<file path="src/hw/rtl/nvqp_pkg.sv">
// Types and constants of the NVMe I/O queue pair host block.
package nvqp_pkg;

  localparam int QUEUE_DEPTH         = 64;
  localparam int MAX_BLOCKS_PER_CMD  = 8;
  localparam int MAX_REQUEST_SECTORS = 512;
  localparam int MAX_RESULTS         = 64;

  localparam int OP_W     = 2;
  localparam int LBA_W    = 64;
  localparam int COUNT_W  = 10;
  localparam int STATUS_W = 16;
  localparam int KIND_W   = 2;
  localparam int OPC_W    = 2;
  localparam int CID_W    = 16;
  localparam int NS_W     = 32;
  localparam int BM1_W    = 3;
  localparam int SLOT_W   = 6;
  localparam int DBOFF_W  = 19;
  localparam int STRIDE_W = 4;
  localparam int CFG_IDX_W  = 1;
  localparam int CFG_DATA_W = 32;
  localparam int PTR_W    = $clog2(QUEUE_DEPTH);

  // Largest sector count accepted: bounded by the request limit and by the
  // number of commands one request may produce.
  localparam int REQ_LIMIT_I = (MAX_REQUEST_SECTORS < MAX_RESULTS * MAX_BLOCKS_PER_CMD) ?
                               MAX_REQUEST_SECTORS : MAX_RESULTS * MAX_BLOCKS_PER_CMD;
  localparam logic [COUNT_W-1:0] REQ_LIMIT  = COUNT_W'(REQ_LIMIT_I);
  localparam logic [COUNT_W-1:0] CHUNK_MAX  = COUNT_W'(MAX_BLOCKS_PER_CMD);

  localparam logic [DBOFF_W-1:0] DOORBELL_BASE = 19'h01000;

  // Input operations.
  localparam logic [OP_W-1:0] OP_READ       = 2'd0;
  localparam logic [OP_W-1:0] OP_WRITE      = 2'd1;
  localparam logic [OP_W-1:0] OP_FLUSH      = 2'd2;
  localparam logic [OP_W-1:0] OP_COMPLETION = 2'd3;

  // Result kinds.
  localparam logic [KIND_W-1:0] KIND_SUBMIT    = 2'd0;
  localparam logic [KIND_W-1:0] KIND_CONSUMED  = 2'd1;
  localparam logic [KIND_W-1:0] KIND_NOT_READY = 2'd2;
  localparam logic [KIND_W-1:0] KIND_REJECTED  = 2'd3;

  // Command opcodes.
  localparam logic [OPC_W-1:0] OPC_FLUSH = 2'h0;
  localparam logic [OPC_W-1:0] OPC_WRITE = 2'h1;
  localparam logic [OPC_W-1:0] OPC_READ  = 2'h2;

  // Configuration register indexes.
  localparam logic [CFG_IDX_W-1:0] CFG_DOORBELL_STRIDE = 1'd0;
  localparam logic [CFG_IDX_W-1:0] CFG_NAMESPACE_ID    = 1'd1;

  typedef struct packed {
    logic [OP_W-1:0]     op;
    logic [LBA_W-1:0]    lba;
    logic [COUNT_W-1:0]  count;
    logic [STATUS_W-1:0] cpl_status;
  } in_item_t;

  typedef struct packed {
    logic [KIND_W-1:0]  kind;
    logic [OPC_W-1:0]   opcode;
    logic [CID_W-1:0]   command_id;
    logic [NS_W-1:0]    namespace;
    logic [LBA_W-1:0]   start_block;
    logic [BM1_W-1:0]   blocks_minus_one;
    logic [SLOT_W-1:0]  slot;
    logic [DBOFF_W-1:0] doorbell_offset;
    logic [SLOT_W-1:0]  doorbell_value;
    logic               error;
    logic               last;
  } out_item_t;

  // Controller to datapath.
  typedef struct packed {
    logic load;
    logic emit;
  } dp_cmd_t;

  // Datapath to controller.
  typedef struct packed {
    logic final_beat;
  } dp_sts_t;

endpackage

</file>
<file path="src/hw/rtl/nvqp_if.sv">
// Valid/ready channel interfaces for request and result beats.
interface nvqp_in_if import nvqp_pkg::*; ();
  logic     valid;
  logic     ready;
  in_item_t data;

  modport source (output valid, output data, input ready);
  modport sink   (input valid, input data, output ready);
endinterface

interface nvqp_out_if import nvqp_pkg::*; ();
  logic      valid;
  logic      ready;
  out_item_t data;

  modport source (output valid, output data, input ready);
  modport sink   (input valid, input data, output ready);
endinterface

</file>
<file path="src/hw/rtl/nvqp_ctrl.sv">
// Controller state machine of the queue pair host.
module nvqp_ctrl import nvqp_pkg::*; (
  input  logic    clk,
  input  logic    rst_n,
  input  logic    in_valid,
  output logic    in_ready,
  output logic    out_valid,
  input  logic    out_ready,
  output dp_cmd_t cmd,
  input  dp_sts_t sts
);

  typedef enum logic [1:0] {
    ST_IDLE = 2'b01,
    ST_WORK = 2'b10
  } state_t;

  state_t state_r, state_nxt;
  logic   out_valid_r, out_valid_nxt;
  logic   out_free;

  assign in_ready  = (state_r == ST_IDLE);
  assign out_valid = out_valid_r;
  assign out_free  = !out_valid_r || out_ready;

  always_comb begin
    cmd.load = in_valid && (state_r == ST_IDLE);
    cmd.emit = (state_r == ST_WORK) && out_free;
  end

  always_comb begin
    state_nxt = state_r;
    case (state_r)
      ST_IDLE: begin
        if (cmd.load) begin
          state_nxt = ST_WORK;
        end
      end
      ST_WORK: begin
        if (cmd.emit && sts.final_beat) begin
          state_nxt = ST_IDLE;
        end
      end
      default: begin
        state_nxt = ST_IDLE;
      end
    endcase
  end

  always_comb begin
    if (cmd.emit) begin
      out_valid_nxt = 1'b1;
    end else if (out_ready) begin
      out_valid_nxt = 1'b0;
    end else begin
      out_valid_nxt = out_valid_r;
    end
  end

  always_ff @(posedge clk) begin
    if (!rst_n) begin
      state_r     <= ST_IDLE;
      out_valid_r <= 1'b0;
    end else begin
      state_r     <= state_nxt;
      out_valid_r <= out_valid_nxt;
    end
  end

endmodule

</file>
<file path="src/hw/rtl/nvqp_dp.sv">
// Datapath of the queue pair host: queue pointers, request split, result register.
module nvqp_dp import nvqp_pkg::*; (
  input  logic                  clk,
  input  logic                  rst_n,
  input  logic                  cfg_we,
  input  logic [CFG_IDX_W-1:0]  cfg_index,
  input  logic [CFG_DATA_W-1:0] cfg_wdata,
  input  in_item_t              in_data,
  input  dp_cmd_t               cmd,
  output dp_sts_t               sts,
  output out_item_t             out_data
);

  // Configuration and queue state.
  logic [STRIDE_W-1:0] stride_r;
  logic [NS_W-1:0]     ns_r;
  logic [PTR_W-1:0]    sq_tail_r, sq_tail_nxt;
  logic [PTR_W-1:0]    cq_head_r, cq_head_nxt;
  logic                phase_r, phase_nxt;
  logic [CID_W-1:0]    cid_r, cid_nxt;

  // Working copy of the item in progress.
  logic [OP_W-1:0]     op_r;
  logic [LBA_W-1:0]    lba_r, lba_nxt;
  logic [COUNT_W-1:0]  left_r, left_nxt;
  logic [STATUS_W-1:0] status_r;

  out_item_t out_r, res;

  logic [PTR_W-1:0]    tail_inc, head_inc;
  logic                head_wrap;
  logic [NS_W-1:0]     eff_ns;
  logic [DBOFF_W-1:0]  sq_bell, cq_bell;
  logic [COUNT_W-1:0]  chunk;

  assign tail_inc  = (sq_tail_r == PTR_W'(QUEUE_DEPTH - 1)) ? '0 : sq_tail_r + 1'b1;
  assign head_wrap = (cq_head_r == PTR_W'(QUEUE_DEPTH - 1));
  assign head_inc  = head_wrap ? '0 : cq_head_r + 1'b1;
  assign eff_ns    = (ns_r != '0) ? ns_r : NS_W'(1);
  // Queue 1: submission bell at twice the spacing, completion bell at three times.
  assign sq_bell   = DOORBELL_BASE + (DBOFF_W'(8) << stride_r);
  assign cq_bell   = sq_bell + (DBOFF_W'(4) << stride_r);
  assign chunk     = (left_r > CHUNK_MAX) ? CHUNK_MAX : left_r;

  always_comb begin
    res             = '0;
    res.namespace   = eff_ns;
    sq_tail_nxt     = sq_tail_r;
    cq_head_nxt     = cq_head_r;
    phase_nxt       = phase_r;
    cid_nxt         = cid_r;
    lba_nxt         = lba_r;
    left_nxt        = left_r;
    case (op_r)
      OP_COMPLETION: begin
        res.last = 1'b1;
        if (status_r[0] != phase_r) begin
          res.kind = KIND_NOT_READY;
        end else begin
          cq_head_nxt         = head_inc;
          phase_nxt           = head_wrap ? ~phase_r : phase_r;
          res.kind            = KIND_CONSUMED;
          res.doorbell_offset = cq_bell;
          res.doorbell_value  = SLOT_W'(head_inc);
          res.error           = |status_r[STATUS_W-1:1];
        end
      end
      OP_FLUSH: begin
        sq_tail_nxt         = tail_inc;
        cid_nxt             = cid_r + 1'b1;
        res.kind            = KIND_SUBMIT;
        res.opcode          = OPC_FLUSH;
        res.command_id      = cid_r;
        res.slot            = SLOT_W'(sq_tail_r);
        res.doorbell_offset = sq_bell;
        res.doorbell_value  = SLOT_W'(tail_inc);
        res.last            = 1'b1;
      end
      default: begin
        if (left_r == '0 || left_r > REQ_LIMIT) begin
          res.kind = KIND_REJECTED;
          res.last = 1'b1;
        end else begin
          sq_tail_nxt          = tail_inc;
          cid_nxt              = cid_r + 1'b1;
          left_nxt             = left_r - chunk;
          lba_nxt              = lba_r + LBA_W'(chunk);
          res.kind             = KIND_SUBMIT;
          res.opcode           = (op_r == OP_READ) ? OPC_READ : OPC_WRITE;
          res.command_id       = cid_r;
          res.start_block      = lba_r;
          res.blocks_minus_one = BM1_W'(chunk - 1'b1);
          res.slot             = SLOT_W'(sq_tail_r);
          res.doorbell_offset  = sq_bell;
          res.doorbell_value   = SLOT_W'(tail_inc);
          res.last             = (left_nxt == '0);
        end
      end
    endcase
  end

  assign sts.final_beat = res.last;
  assign out_data       = out_r;

  always_ff @(posedge clk) begin
    if (!rst_n) begin
      stride_r  <= '0;
      ns_r      <= '0;
      sq_tail_r <= '0;
      cq_head_r <= '0;
      phase_r   <= 1'b1;
      cid_r     <= '0;
    end else begin
      if (cfg_we) begin
        case (cfg_index)
          CFG_DOORBELL_STRIDE: stride_r <= cfg_wdata[STRIDE_W-1:0];
          CFG_NAMESPACE_ID:    ns_r     <= cfg_wdata[NS_W-1:0];
          default: begin
          end
        endcase
      end
      if (cmd.emit) begin
        sq_tail_r <= sq_tail_nxt;
        cq_head_r <= cq_head_nxt;
        phase_r   <= phase_nxt;
        cid_r     <= cid_nxt;
      end
    end
  end

  always_ff @(posedge clk) begin
    if (cmd.load) begin
      op_r     <= in_data.op;
      lba_r    <= in_data.lba;
      left_r   <= in_data.count;
      status_r <= in_data.cpl_status;
    end else if (cmd.emit) begin
      lba_r  <= lba_nxt;
      left_r <= left_nxt;
    end
    if (cmd.emit) begin
      out_r <= res;
    end
  end

endmodule

</file>
<file path="src/hw/rtl/nvme_io_queue_pair_host.sv">
// Top level of the NVMe I/O queue pair host block.
//
// The in_ch channel takes one beat per request: a read or write (start block
// and sector count), a flush, or an observed completion entry. The out_ch
// channel gives the result beats of each request in order; the final beat of
// a request has last set. A read or write of n sectors yields ceil(n/8)
// command beats, each with its own command id, submission slot and doorbell
// write; a flush yields one command beat; a completion yields one beat,
// either consumed (head advance and completion doorbell) or not ready when
// the phase tag disagrees. A count of zero or above 512 gives one rejected beat.
// An accepted item is loaded into the working registers, and each result is
// built from them and registered in the output register. One result is
// produced per cycle while the receiver takes each beat. A new item is taken
// once the previous item's final result sits in the output register, even if
// that result has not yet been taken. Reset clears tail, head and command id,
// sets the expected phase to one and zeroes both configuration registers.
// When the receiver stalls, the output register holds its beat and the split
// pauses until the beat is taken. Config writes stride (index 0) and namespace
// (index 1); the user must make them only while idle, as the block itself
// does not enforce it.
module nvme_io_queue_pair_host import nvqp_pkg::*; (
  input  logic                  clk,
  input  logic                  rst_n,
  input  logic                  cfg_we,
  input  logic [CFG_IDX_W-1:0]  cfg_index,
  input  logic [CFG_DATA_W-1:0] cfg_wdata,
  nvqp_in_if.sink               in_ch,
  nvqp_out_if.source            out_ch
);

  dp_cmd_t dp_cmd;
  dp_sts_t dp_sts;

  // The controller owns the handshakes and the output valid bit.
  nvqp_ctrl u_ctrl (
    .clk       (clk),
    .rst_n     (rst_n),
    .in_valid  (in_ch.valid),
    .in_ready  (in_ch.ready),
    .out_valid (out_ch.valid),
    .out_ready (out_ch.ready),
    .cmd       (dp_cmd),
    .sts       (dp_sts)
  );

  // The datapath holds queue state and builds each result beat.
  nvqp_dp u_dp (
    .clk       (clk),
    .rst_n     (rst_n),
    .cfg_we    (cfg_we),
    .cfg_index (cfg_index),
    .cfg_wdata (cfg_wdata),
    .in_data   (in_ch.data),
    .cmd       (dp_cmd),
    .sts       (dp_sts),
    .out_data  (out_ch.data)
  );

endmodule

</file>
<file path="src/flat_wrapper.sv">
// flat-port wrapper written by rule: the top's interface ports become plain ports
module nvme_io_queue_pair_host_flat import nvqp_pkg::*;
  (clk, rst_n, cfg_we, cfg_index, cfg_wdata, in_ch_valid, in_ch_data, in_ch_ready, out_ch_valid, out_ch_data, out_ch_ready);
  nvqp_in_if in_ch_i ();
  nvqp_out_if out_ch_i ();
  input  logic clk;
  input  logic rst_n;
  input  logic cfg_we;
  input  logic [CFG_IDX_W-1:0] cfg_index;
  input  logic [CFG_DATA_W-1:0] cfg_wdata;
  input wire logic [$bits(in_ch_i.valid)-1:0] in_ch_valid;
  input wire logic [$bits(in_ch_i.data)-1:0] in_ch_data;
  output wire logic [$bits(in_ch_i.ready)-1:0] in_ch_ready;
  output wire logic [$bits(out_ch_i.valid)-1:0] out_ch_valid;
  output wire logic [$bits(out_ch_i.data)-1:0] out_ch_data;
  input wire logic [$bits(out_ch_i.ready)-1:0] out_ch_ready;
  assign in_ch_i.valid = in_ch_valid;
  assign in_ch_i.data = in_ch_data;
  assign in_ch_ready = in_ch_i.ready;
  assign out_ch_valid = out_ch_i.valid;
  assign out_ch_data = out_ch_i.data;
  assign out_ch_i.ready = out_ch_ready;
  nvme_io_queue_pair_host u_core (.clk(clk), .rst_n(rst_n), .cfg_we(cfg_we), .cfg_index(cfg_index), .cfg_wdata(cfg_wdata), .in_ch(in_ch_i), .out_ch(out_ch_i));
endmodule
</file>
<file path="config.mk">
export PLATFORM = sky130hd
export DESIGN_NAME = nvme_io_queue_pair_host_flat
export DESIGN_NICKNAME = d
export VERILOG_FILES = /design/src/hw/rtl/nvqp_pkg.sv /design/src/hw/rtl/nvqp_if.sv /design/src/hw/rtl/nvqp_ctrl.sv /design/src/hw/rtl/nvqp_dp.sv /design/src/hw/rtl/nvme_io_queue_pair_host.sv /design/src/flat_wrapper.sv
export SDC_FILE = /design/constraint.sdc
export NUM_CORES = 1
export LEC_CHECK = 0
export BUFFER_PORTS_ARGS = -buffer_cell sky130_fd_sc_hd__buf_2
export CAP_MARGIN = 25
export CORE_MARGIN = 2
export CORE_UTILIZATION = 60
export CTS_BUF_LIST = sky130_fd_sc_hd__clkbuf_4 sky130_fd_sc_hd__clkbuf_8 sky130_fd_sc_hd__clkbuf_16
export CTS_CLUSTER_DIAMETER = 60
export DETAILED_ROUTE_END_ITERATION = 7
export PLACE_DENSITY = 0.91
export SETUP_SLACK_MARGIN = 0.02
export SYNTH_ARGS = -nofsm -noshare
export SYNTH_HDL_FRONTEND = slang
export SYNTH_HIERARCHICAL = 1
export SYNTH_SLANG_ARGS = --single-unit
</file>
<file path="constraint.sdc">
create_clock -name clk -period 11.5 [get_ports clk]
set_input_delay 2.3 -clock clk [delete_from_list [all_inputs] [get_ports clk]]
set_output_delay 2.3 -clock clk [all_outputs]
set_load 0.02 [all_outputs]
</file>
; After elaboration in Yosys (flattened, before gate mapping)
; Cells that the tools add are included.
[word_totals]
reg_bits = 312
inputBits = 130
out_inout_bits = 154
word_cells = 106
[classes]
n_addsub = 8
order_cmp = 2
eq_ne = 12
shift = 2
muxes = 32
bitwise = 4
n_reduce_logical = 23
[op_table]
columns = op, count
row1 = two-way mux 64 bit, 4
row2 = adder 64 x 10 -> 64 bit, 1
row3 = two-way mux 10 bit, 5
row4 = one-hot mux 25 bit (2 select lines), 1
row5 = one-hot mux 18 bit (2 select lines), 1
row6 = one-hot mux 16 bit (2 select lines), 1
row7 = nonzero test 32 bit, 1
row8 = two-way mux 31 bit, 1
row9 = two-way mux 26 bit, 1
row10 = one-hot mux 6 bit (2 select lines), 2
row11 = zero test 10 bit, 2
row12 = adder 13 x 19 -> 19 bit (first input constant), 1
row13 = adder 19 bit, 1
row14 = << shifter 3 x 4 -> 19 bit (first input constant), 1
row15 = << shifter 4 x 4 -> 19 bit (first input constant), 1
row16 = two-way mux 18 bit, 1
row17 = two-way mux 6 bit, 3
row18 = adder 16 x 1 -> 16 bit (second input constant), 1
row19 = two-way mux 16 bit, 1
row20 = OR reduction 15 bit, 1
row21 = adder 6 x 1 -> 6 bit (second input constant), 2
row22 = equality test 6 bit (second input constant), 2
row23 = > comparator 10 bit (second input constant), 1
row24 = > comparator 10 x 4 -> 1 bit (second input constant), 1
row25 = 20 further kinds, 46

; Depth between registers and ports, before layout
; Gate-level depths: netlist of run 1.
[logic_depth]
word_depth = 9
depth_mapped = 14
mapped_depth_nobuf = 13

; By module
; Netlist of run 1, hierarchy kept.
[by_module_without_submodules]
columns = module, n_inst, cells_per_inst, area_per_inst_um2, seq_area_each_um2
row1 = nvqp_dp, 1, 1338, 15058.2, 8568.2
row2 = nvqp_ctrl, 1, 13, 133.9, 60.1

; Worst setup path before layout of run 1
; Ideal clock, no wire load.
[synth_timing]
path_kind = input to register
start = input out_ch_ready
end = register u_core.u_dp.lba_r[0], enable pin
setup_ps = 431
t_arrival_ps = 5534
required_ps = 11069
setup_slack_ps = 5535
path_stages = 5
n_path_buf = 2
path_cell_list = nand2b_1 nor2b_1 buf_4 clkbuf_1 a21o_1
[synth_lines]
columns = element, line_no
row1 = from (decl), flat_wrapper.sv:16  ; input wire logic [$bits(out_ch_i.ready)-1:0] out_ch_ready;
row2 = to (signal assigned), nvqp_dp.sv:134  ; lba_r <= in_data.lba;
row3 = to (signal assigned), nvqp_dp.sv:138  ; lba_r <= lba_nxt;
row4 = to (decl), nvqp_dp.sv:24  ; logic [LBA_W-1:0] lba_r, lba_nxt;

==> reports/qor.csv, run 1 <==
metric,value,unit
Initial DRC Count,1224,
post-synthesis cell count,1351,
Worst-Skew Late Latency,570,ps
# resized after CTS,0,
RR Startpoint,u_core/u_dp/left_r[4],
Port Buf Inserts,281,
Syn-to-layout area delta,17.14,%
Total GRT Usage,26.76,%
total of max-cap violations,0,
crit path cell chain,buf_2 > nand2b_1 > nor2b_4 > buf_4 > nand4_2 > or3_1 > a21boi_0,
synth top area cells,"edfxtp_1, dfxtp_1, nand2_1, and2_1, xnor2_1",
Post-synth EDFFs,242,
vias in the first global route,10900,
ys async rst share,0,%
setup bufs post-CTS,0,
met3 Use GR,3.911,%
Synth top area share,47.83,%
Cell Pwr Density,147.5,nW/µm²
Hold Crit Class,flip-flop to flip-flop,
Worst Reg-to-Reg Cells,13,
Startpoint Class,primary input,
routed length per placed instance,18.84,µm
Setup WS pre-CTS,6206,ps
Synth area leader,edfxtp_1,
RD Place Congestion,0.8934,
Initial Util,60.68,%
Worst path max stage delay,840,ps
GRT met2 Usage,45.22,%
vias per cell,5.867,
Yosys warning count,6,
TritonCTS clock tree,yes,
layout cells sized above 1,24.67,%
Final Cycle Share,41.35,%
worst hold endpoint,u_core/u_dp/out_data[102],
cts bufs inserted,31,
drt pass-1 iters,5,
CTS Sinks,310,
hold path cells,0,
Tmin final,4755,ps
Die Width,163.1,µm
initial antenna violation count,3,
worst flop-to-flop path endpoint,u_core/u_dp/lba_r[24],
htree depth,1,
final number of setup-violating endpoints,0,
worst setup margin,6745,ps
Detailed Route WL,36.56,mm
Seq cells post-synth,310,
Worst EP required,11980,ps
DRC,0,
Worst-path clk slew,60,ps
final slew viol count,0,
Core Rows,58,
net count reported at finish,1746,
CTS Hold Bufs,0,
CP arrival,5230,ps
hold path start,u_core/u_dp/ns_r[2],
first-pass GRT wire length,56.74,mm
area of the die,26610,µm²
RSZ-0062 raised after global routing,no,
status,completed,
Worst Skew,21.60,ps
Die Span Y,163.1,µm
busiest grt layer,met2,
Critical Path Fanout Max,70,
Reg2Reg Setup Slack,7050,ps
relative slew slack,29.91,%
worst slew pin tran,1051,ps
Leak,6.783,nW
grt ovf,0,
Worst path slowest cell,nor2b_4,
Main synth FF type,edfxtp_1,
largest net degree at the start of global routing,98,
fillers,1643,
clock buffer depth,3,
"Seq/Total Area, Yosys",56.79,%
post-synthesis cell area,15190,µm²
I/O pin count,284,
Worst Setup End Kind,flip-flop,
placed wire-length estimate,24.67,mm
count of unique library cells instantiated by Yosys,82,
Post-DRT Antenna Nets,0,
CP Class,primary input to flip-flop,
maximum vdd drop,124.5,µV
Avg Inst Size Synth,11.25,µm²
met1 global-route usage,35.52,%
Core ar.,25040,µm²
endpoints failing hold,0,
fmax,210.3,MHz
vias post-DR,11390,
Root Driver,clkbuf_16,
total negative setup slack,0,ps
==> metal layers <==
layer | wire length (µm) | share of wire [%]
met1 | 14310 | 39
met2 | 17970 | 49
met3 | 2989 | 8.2
met4 | 1277 | 3.5
met5 | 7 | 0.019
==> per-stage QoR <==
stage / hold slack [ps] / util [%] / cells / area [µm²] / power [mW]
CTS: 456.2 / 70.89 / 1937 / 17750 / 2.629
detailed placement: 438.6 / 66.63 / 1879 / 16680 / 1.602
global placement: 435.9 / 66.63 / 1879 / 16680 / 1.588
global route: 473.2 / 71.08 / 1941 / 17800 / 2.716
finish: 460.6 / 71.08 / 1941 / 17800 / 2.625
floorplan: 453.1 / - / 1358 / 15220 / 1.520
==> where the power goes <==
group	total [mW]	internal (mW)	leakage [nW]	switching [mW]
Sequential	1.32	1.27	2.89	0.0455
Combinational	0.278	0.102	3.35	0.176
Clock	1.03	0.606	0.536	0.425
==> worst max path at each step <==
| stage | start | endpoint | slack [ps] | depth (start not counted) |
|---|---|---|---|---|
| detailed placement | out_ch_ready | u_core/u_dp/sq_tail_r[4] | 6210 | 7 |
| global route | out_ch_ready | u_core/u_dp/sq_tail_r[4] | 6480 | 7 |
| CTS | out_ch_ready | u_core/u_dp/sq_tail_r[4] | 6760 | 7 |
| global placement | out_ch_ready | u_core/u_dp/sq_tail_r[4] | 6350 | 7 |
| finish | out_ch_ready | u_core/u_dp/sq_tail_r[4] | 6740 | 7 |
| floorplan | out_ch_ready | u_core/u_dp/lba_r[0] | 5540 | 5 |
==> state kept, by name, summed over array words and instances, names as in the netlist <==
name / count
u_core/u_dp/sq_tail_r: 6
u_core/u_dp/cq_head_r: 6
u_core/u_dp/stride_r: 4
u_core/u_dp/op_r: 2
u_core/u_dp/phase_r: 1
u_core/u_ctrl/out_valid: 1
u_core/u_dp/ns_r: 32
u_core/u_dp/out_data: 150
u_core/u_dp/lba_r: 64
u_core/u_ctrl/state_r: 2
u_core/u_dp/left_r: 10
u_core/u_dp/cid_r: 16
u_core/u_dp/status_r: 16
==> final cells by class <==
type	instances	area, µm²	area share [%]
multi-input combinational	931	6107	34.32
sequential	310	8628	48.48
inverter	20	75.07	0.4219
antenna	2	5.005	0.02812
clock inverter	22	205.2	1.153
tap	330	412.9	2.320
timing repair buffer	290	1501	8.437
clock buffer	36	860.8	4.837
==> logic make-up (layout without fill, tap and decap cells) <==
family / Yosys count / in the layout / synth area share, %
XOR/XNOR: 104 / 104 / 5.996
adder cells (fa/ha/maj): 32 / 32 / 2.734
other: 2 / 11 / 0.04943
multiplexers: 14 / 14 / 0.9966
flip-flops: 310 / 310 / 56.79
buffers and inverters: 117 / 368 / 3.286
AND/OR/NAND/NOR: 532 / 532 / 18.60
AO/OA/AOI/OAI: 240 / 240 / 11.55
==> critical path, delay by kind of cell <==
kind,cells,cell delay (ps)
buf+inv,2,910
compound gates,1,170
simple gates,4,1820
==> layout by cell type (no fill, tap or decap), types with 14 or more instances in the layout <==
cell and instances:
edfxtp_1 242, nor3_1 30, o21ai_0 58, and2_1 100
xor2_1 42, o21ai_1 23, nand4_1 16, o22ai_1 14
clkbuf_16 33, a21oi_1 20, nand2_1 197, ha_1 30
inv_1 20, xnor2_1 62, a21boi_0 40, dfxtp_1 68
nor4_1 26, nand3_1 24, nor2_1 55, buf_2 281
==> cells in the mapped netlist (6+ instances only) <==
master and instances:
edfxtp_1 242, nand2_1 197, and2_1 100, clkbuf_1 76, dfxtp_1 68, xnor2_1 62, o21ai_0 58, nor2_1 55
xor2_1 42, a21boi_0 40, ha_1 30, nor3_1 30, nor4_1 26, nand3_1 24, o21ai_1 23, a21oi_1 20
inv_1 20, nand4_1 16, o22ai_1 14, buf_2 13, nand2b_1 13, nor2b_1 12, a211oi_1 9, a21o_1 9
and3_1 9, mux2_2 9, a2111oi_4 7, a22o_1 7, o21a_1 7, nor4_2 6, o2111ai_1 6, or3_1 6
(Power assumes the default switching activity.)
==> inputs of run 2 (changes only) <==
Settings changed: ABC_AREA from default to 1, CORE_UTILIZATION 60 to 57, PLACE_DENSITY 0.91 to 0.87.
Clock period 11.5 ns to 4.5 ns, I/O delays scaled along.
==> reports/qor.csv, run 2 <==
metric,value,unit
status,completed,
Worst path max stage delay,470,ps
worst hold endpoint,u_core/u_dp/out_data[131],
Initial Util,57.97,%
largest family of logic cells by synthesized area,simple AND/OR/NAND/NOR gates,
cts bufs inserted,35,
Synth top area share,45.12,%
Detailed Route WL,47.91,mm
Worst path slowest cell,edfxtp_1,
Main synth FF type,edfxtp_1,
post-synthesis mux area share,0,%
Synth area leader,edfxtp_1,
Final Cycle Share,78.22,%
Worst EP required,4770,ps
Worst Reg-to-Reg Cells,18,
routed length per placed instance,18.35,µm
Hold Crit Class,flip-flop to flip-flop,
Reg2Reg Setup Slack,980,ps
setup bufs post-CTS,0,
initial antenna violation count,1,
final number of setup-violating endpoints,0,
drt pass-1 iters,6,
CTS Hold Bufs,0,
CP Class,flip-flop to flip-flop,
CP Buf/Inv Count,1,
post-synthesis compound-gate area fraction,6.565,%
post-synthesis cell area,16110,µm²
Yosys warning count,6,
RSZ-0062 raised after global routing,no,
synth top area cells,"edfxtp_1, nand2_1, dfxtp_1, nor2_1, inv_1",
worst slew pin tran,1037,ps
number of flip-flops in the largest register,150,
htree depth,2,
CP arrival,3790,ps
first-pass GRT wire length,73.57,mm
Die Width,172.1,µm
Post-synth EDFFs,242,
Post-DRT Antenna Nets,0,
maximum vdd drop,326.1,µV
Worst Setup End Kind,flip-flop,
RD Place Congestion,0.9845,
most frequent cells in the layout,"nand2_1, nor2_1, buf_2",
vias post-DR,14530,
Avg Inst Size Synth,8.225,µm²
"commonest non-fill, non-tap cell in the layout",nand2_1,
Core ar.,27780,µm²
Root Driver,clkbuf_16,
crit path cell chain,nor2_4 > nand2_1 > nor2_1 > nand2_1 > nor2_1 > ha_1 > inv_1 > fa_1 > o21ai_2 > nand2_1 > nand2_2 > nand2_1 > nand2_1 > nand3_1 > nand2_1 > nand2_1 > nand2_1 > nand2_1,
Die Span Y,172.1,µm
Synth Area in Simple Gates,27.84,%
"Seq/Total Area, Yosys",53.57,%
vias per cell,5.564,
fmax,284.1,MHz
Leak,8.409,nW
"count leader, synth",nand2_1,
grt ovf,0,
fillers,2297,
Worst Skew,34.63,ps
hold path start,u_core/u_dp/ns_r[31],
Worst-path clk slew,60,ps
area of the die,29620,µm²
hold path cells,0,
worst flop-to-flop path endpoint,u_core/u_dp/lba_r[58],
TritonCTS clock tree,yes,
ys async rst share,0,%
Total GRT Usage,32.23,%
Most common cell on crit path,nand2_1,
Core Rows,61,
total negative setup slack,0,ps
largest net degree at the start of global routing,174,
Worst-Skew Late Latency,550,ps
DRC,0,
Syn-to-layout area delta,17.42,%
"top cells by count, synth","nand2_1, nor2_1, edfxtp_1, inv_1, nand3_1",
I/O pin count,284,
Port Buf Inserts,281,
count of unique library cells instantiated by Yosys,45,
Initial DRC Count,1335,
final slew viol count,0,
relative slew slack,30.86,%
cell family with most CP delay,simple AND/OR/NAND/NOR gates,
Critical Path Fanout Max,10,
post-synthesis cell count,1958,
Tmin final,3520,ps
net count reported at finish,2366,
clock buffer depth,3,
endpoints failing hold,0,
Seq cells post-synth,310,
vias in the first global route,14250,
Startpoint Class,flip-flop,
Synth Area in XOR/XNOR,1.631,%
# resized after CTS,0,
CTS Sinks,310,
placed wire-length estimate,35.33,mm
total of max-cap violations,0,
Cell Pwr Density,370.8,nW/µm²
layout cells sized above 1,16.49,%
Pwr Total,7.013,mW
Synth Area in Adders,2.579,%
RR Startpoint,u_core/u_dp/left_r[4],
run 2: cell count changes after synthesis, moves of 40 or more:
cell     delta
xnor2_1    -58
inv_1     +212
nor2_1    +251
nand3_1   +135
and2_1     -98
nand2_1   +302
a21oi_1    +40
run 2: metrics by stage:
step	worst slack, ps	util (%)	area, µm²	hold WS (ps)	instances
after floorplan	292.1	-	16140	435.2	1965
after global placement	1269	63.81	17730	439.7	2545
after detailed placement	1123	63.81	17730	445.3	2545
after CTS	1052	68.05	18910	449.2	2609
after global routing	710.8	68.05	18910	460.0	2609
final	980.1	68.07	18910	454.4	2611
run 2: kinds of logic after synthesis:
logic type,count (synthesis)
AND/OR/NAND/NOR,1073
other,2
XOR/XNOR,30
flip-flops,310
adder cells (fa/ha/maj),32
buffers and inverters,320
AO/OA/AOI/OAI,191
run 2: worst max path at each step:
stage / depth (start not counted) / endpoint / startpoint
4_1_cts: 18 / u_core/u_dp/lba_r[58] / u_core/u_dp/left_r[4]
3_3_place_gp: 18 / u_core/u_dp/lba_r[36] / u_core/u_dp/left_r[4]
3_5_place_dp: 18 / u_core/u_dp/lba_r[58] / u_core/u_dp/left_r[4]
6_report: 18 / u_core/u_dp/lba_r[58] / u_core/u_dp/left_r[4]
2_1_floorplan: 6 / u_core/u_dp/lba_r[0] / out_ch_ready
5_1_grt: 18 / u_core/u_dp/lba_r[58] / u_core/u_dp/left_r[7]
run 2: cell type report:
cell class / count / area, µm² / area share [%]
Sequential cell: 310 / 8628 / 45.63
Multi-Input combinational cell: 1335 / 6275 / 33.18
Timing Repair Buffer: 288 / 1471 / 7.781
Clock buffer: 45 / 1005 / 5.313
Inverter: 234 / 879.6 / 4.651
Tap cell: 378 / 473.0 / 2.501
Clock inverter: 19 / 173.9 / 0.9197
Antenna cell: 2 / 5.005 / 0.02647
run 2: power by group:
group	switching [mW]	internal [mW]
Combinational	0.567	0.239
Clock	1.23	1.62
Sequential	0.112	3.25
run 2: worst register-to-register path: stages, from the launching register on:
cell	delay [ps]
edfxtp_1	470
nor2_4	190
nand2_1	70
nor2_1	130
nand2_1	100
nor2_1	200
ha_1	250
inv_1	70
fa_1	450
o21ai_2	280
nand2_1	120
nand2_2	140
nand2_1	80
nand2_1	300
nand3_1	150
nand2_1	90
nand2_1	50
nand2_1	50
nand2_1	50
run 2: per-layer routing:
layer	routed length (µm)	global-route usage, %	vias up
met1	18140	37.56	6769
met3	4061	6.455	136
met5	0	0	-
met2	23510	57.26	708
li1	-	-	6915
met4	2198	14.91	0
==> inputs of run 3 (changes only) <==
Settings changed: ABC_AREA 1 to 0, CORE_UTILIZATION 57 to 51, PLACE_DENSITY 0.87 to 0.83.
Clock period 4.5 ns to 3 ns, I/O delays scaled along.
==> reports/qor.csv, run 3 (same netlist as run 1, synthesis figures left out) <==
metric,value,unit
cts bufs inserted,36,
CP arrival,3630,ps
RR Startpoint,u_core/u_dp/left_r[4],
Worst path max stage delay,420,ps
crit path from,u_core/u_dp/left_r[4],
hold path cells,1,
Worst Reg-to-Reg Cells,14,
worst setup margin,-388.5,ps
antenna cell count,0,
maximum vdd drop,400.3,µV
Reg2Reg Setup Slack,-390,ps
"commonest non-fill, non-tap cell in the layout",buf_2,
Worst-path clk slew,60,ps
DRC,0,
clock buffer depth,3,
endpoints failing hold,0,
Worst Setup End Kind,flip-flop,
first-pass GRT wire length,60.92,mm
vias in the first global route,11650,
CTS Sinks,310,
htree depth,2,
Startpoint Class,flip-flop,
Setup WS pre-CTS,-502.3,ps
post-placement cell count,2001,
relative slew slack,16.28,%
vias per cell,5.663,
most frequent cells in the layout,"buf_2, edfxtp_1, nand2_1",
grt ovf,0,
drt pass-1 iters,5,
failing checks,setup timing,
layout cells sized above 1,33.63,%
final number of setup-violating endpoints,54,
Worst EP required,3240,ps
worst flop-to-flop path endpoint,u_core/u_dp/lba_r[52],
Finished Layout Cells,2103,
Leak,7.709,nW
total negative setup slack,-11550,ps
worst hold endpoint,u_core/u_dp/status_r[14],
Initial DRC Count,1124,
TritonCTS clock tree,yes,
Worst Skew,21.49,ps
placed wire-length estimate,26.34,mm
Root Driver,clkbuf_16,
Syn-to-layout area delta,29.34,%
worst slew pin tran,1247,ps
Total GRT Usage,24.66,%
Worst-Skew Late Latency,520,ps
RD Place Congestion,0.8723,
Worst path slowest cell,or3_4,
Port Buf Inserts,281,
CTS Hold Bufs,0,
Critical Path Fanout Max,6,
RSZ-0062 raised after global routing,yes,
Final Cycle Share,113.0,%
fmax,295.1,MHz
largest net degree at the start of global routing,78,
status,"finished, violations left",
Post-DRT Antenna Nets,0,
Initial Util,51.53,%
net count reported at finish,1848,
vias post-DR,11910,
hold path start,in_ch_data[14],
Core Rows,63,
Cell Pwr Density,554.6,nW/µm²
routed length per placed instance,19.26,µm
I/O pin count,284,
crit path cell chain,or3_4 > nor4_4 > and2b_2 > and2_4 > ha_4 > inv_2 > fa_2 > nand2b_4 > a21oi_4 > o21ai_4 > clkbuf_16 > a2111oi_4 > xnor2_1 > o21ai_1,
area of the die,31190,µm²
Die Span Y,176.6,µm
initial antenna violation count,4,
total of max-cap violations,0,
Core ar.,29480,µm²
Tmin final,3389,ps
number of flip-flops in the largest register,150,
Pwr Total,10.90,mW
CP Class,flip-flop to flip-flop,
final slew viol count,0,
Die Width,176.6,µm
Hold Crit Class,primary input to flip-flop,
Detailed Route WL,40.51,mm
[run 3: report_power, final]
part	switching [mW]	internal, mW	leakage, nW
Sequential	0.167	4.87	2.89
Combinational	0.836	0.533	4.21
Clock	1.77	2.73	0.608
Total	2.77	8.13	7.71
[run 3: how the worst max path moves through the flow]
stage	endpoint	cells past startpoint
2_1_floorplan	u_core/u_dp/lba_r[34]	14
3_3_place_gp	u_core/u_dp/lba_r[58]	14
3_5_place_dp	u_core/u_dp/lba_r[58]	14
4_1_cts	u_core/u_dp/lba_r[36]	14
5_1_grt	u_core/u_dp/lba_r[36]	14
6_report	u_core/u_dp/lba_r[52]	14
[run 3: final cells by class]
type	instances	area (µm²)
inverters	20	77.57
well taps	390	488.0
flip-flops and latches	310	8632
fillers	2028	9832
repair buffers	387	2414
clock inverters	21	237.7
multi-input cells	931	6809
clock buffers	44	991.0
[run 3: through the flow]
| step | util, % | cell area [µm²] | hold slack [ps] |
|---|---|---|---|
| 2_1_floorplan | - | 15390 | 453.1 |
| 3_3_place_gp | 59.21 | 17460 | 437.3 |
| 3_5_place_dp | 59.21 | 17460 | 438.3 |
| 4_1_cts | 65.36 | 19270 | 241.2 |
| 5_1_grt | 66.65 | 19650 | 244.9 |
| 6_report | 66.65 | 19650 | 260.7 |
[run 3: worst max-delay path, delay by kind of cell (launching register included)]
family | cells | cell delay [ps]
flip-flops | 1 | 390
buffers and inverters | 2 | 250
AO/OA/AOI/OAI | 4 | 710
adder cells (fa/ha/maj) | 2 | 470
AND/OR/NAND/NOR | 5 | 1120
XOR/XNOR | 1 | 170
[run 3: timing repair]
item                       4_1_cts  5_1_grt
gates cloned                     2        1
resized for setup               68       66
setup endpoints to repair       64       70
setup buffers                   28       10
pin swaps                       30       38
[run 3: per-layer routing]
metal | wire length [µm] | vias to the layer above | track usage, %
li1 | - | 5506 | -
met1 | 16130 | 5694 | 32.20
met2 | 19720 | 594 | 40.79
met5 | 55 | - | 0
met4 | 1282 | 8 | 8.712
met3 | 3318 | 107 | 5.211
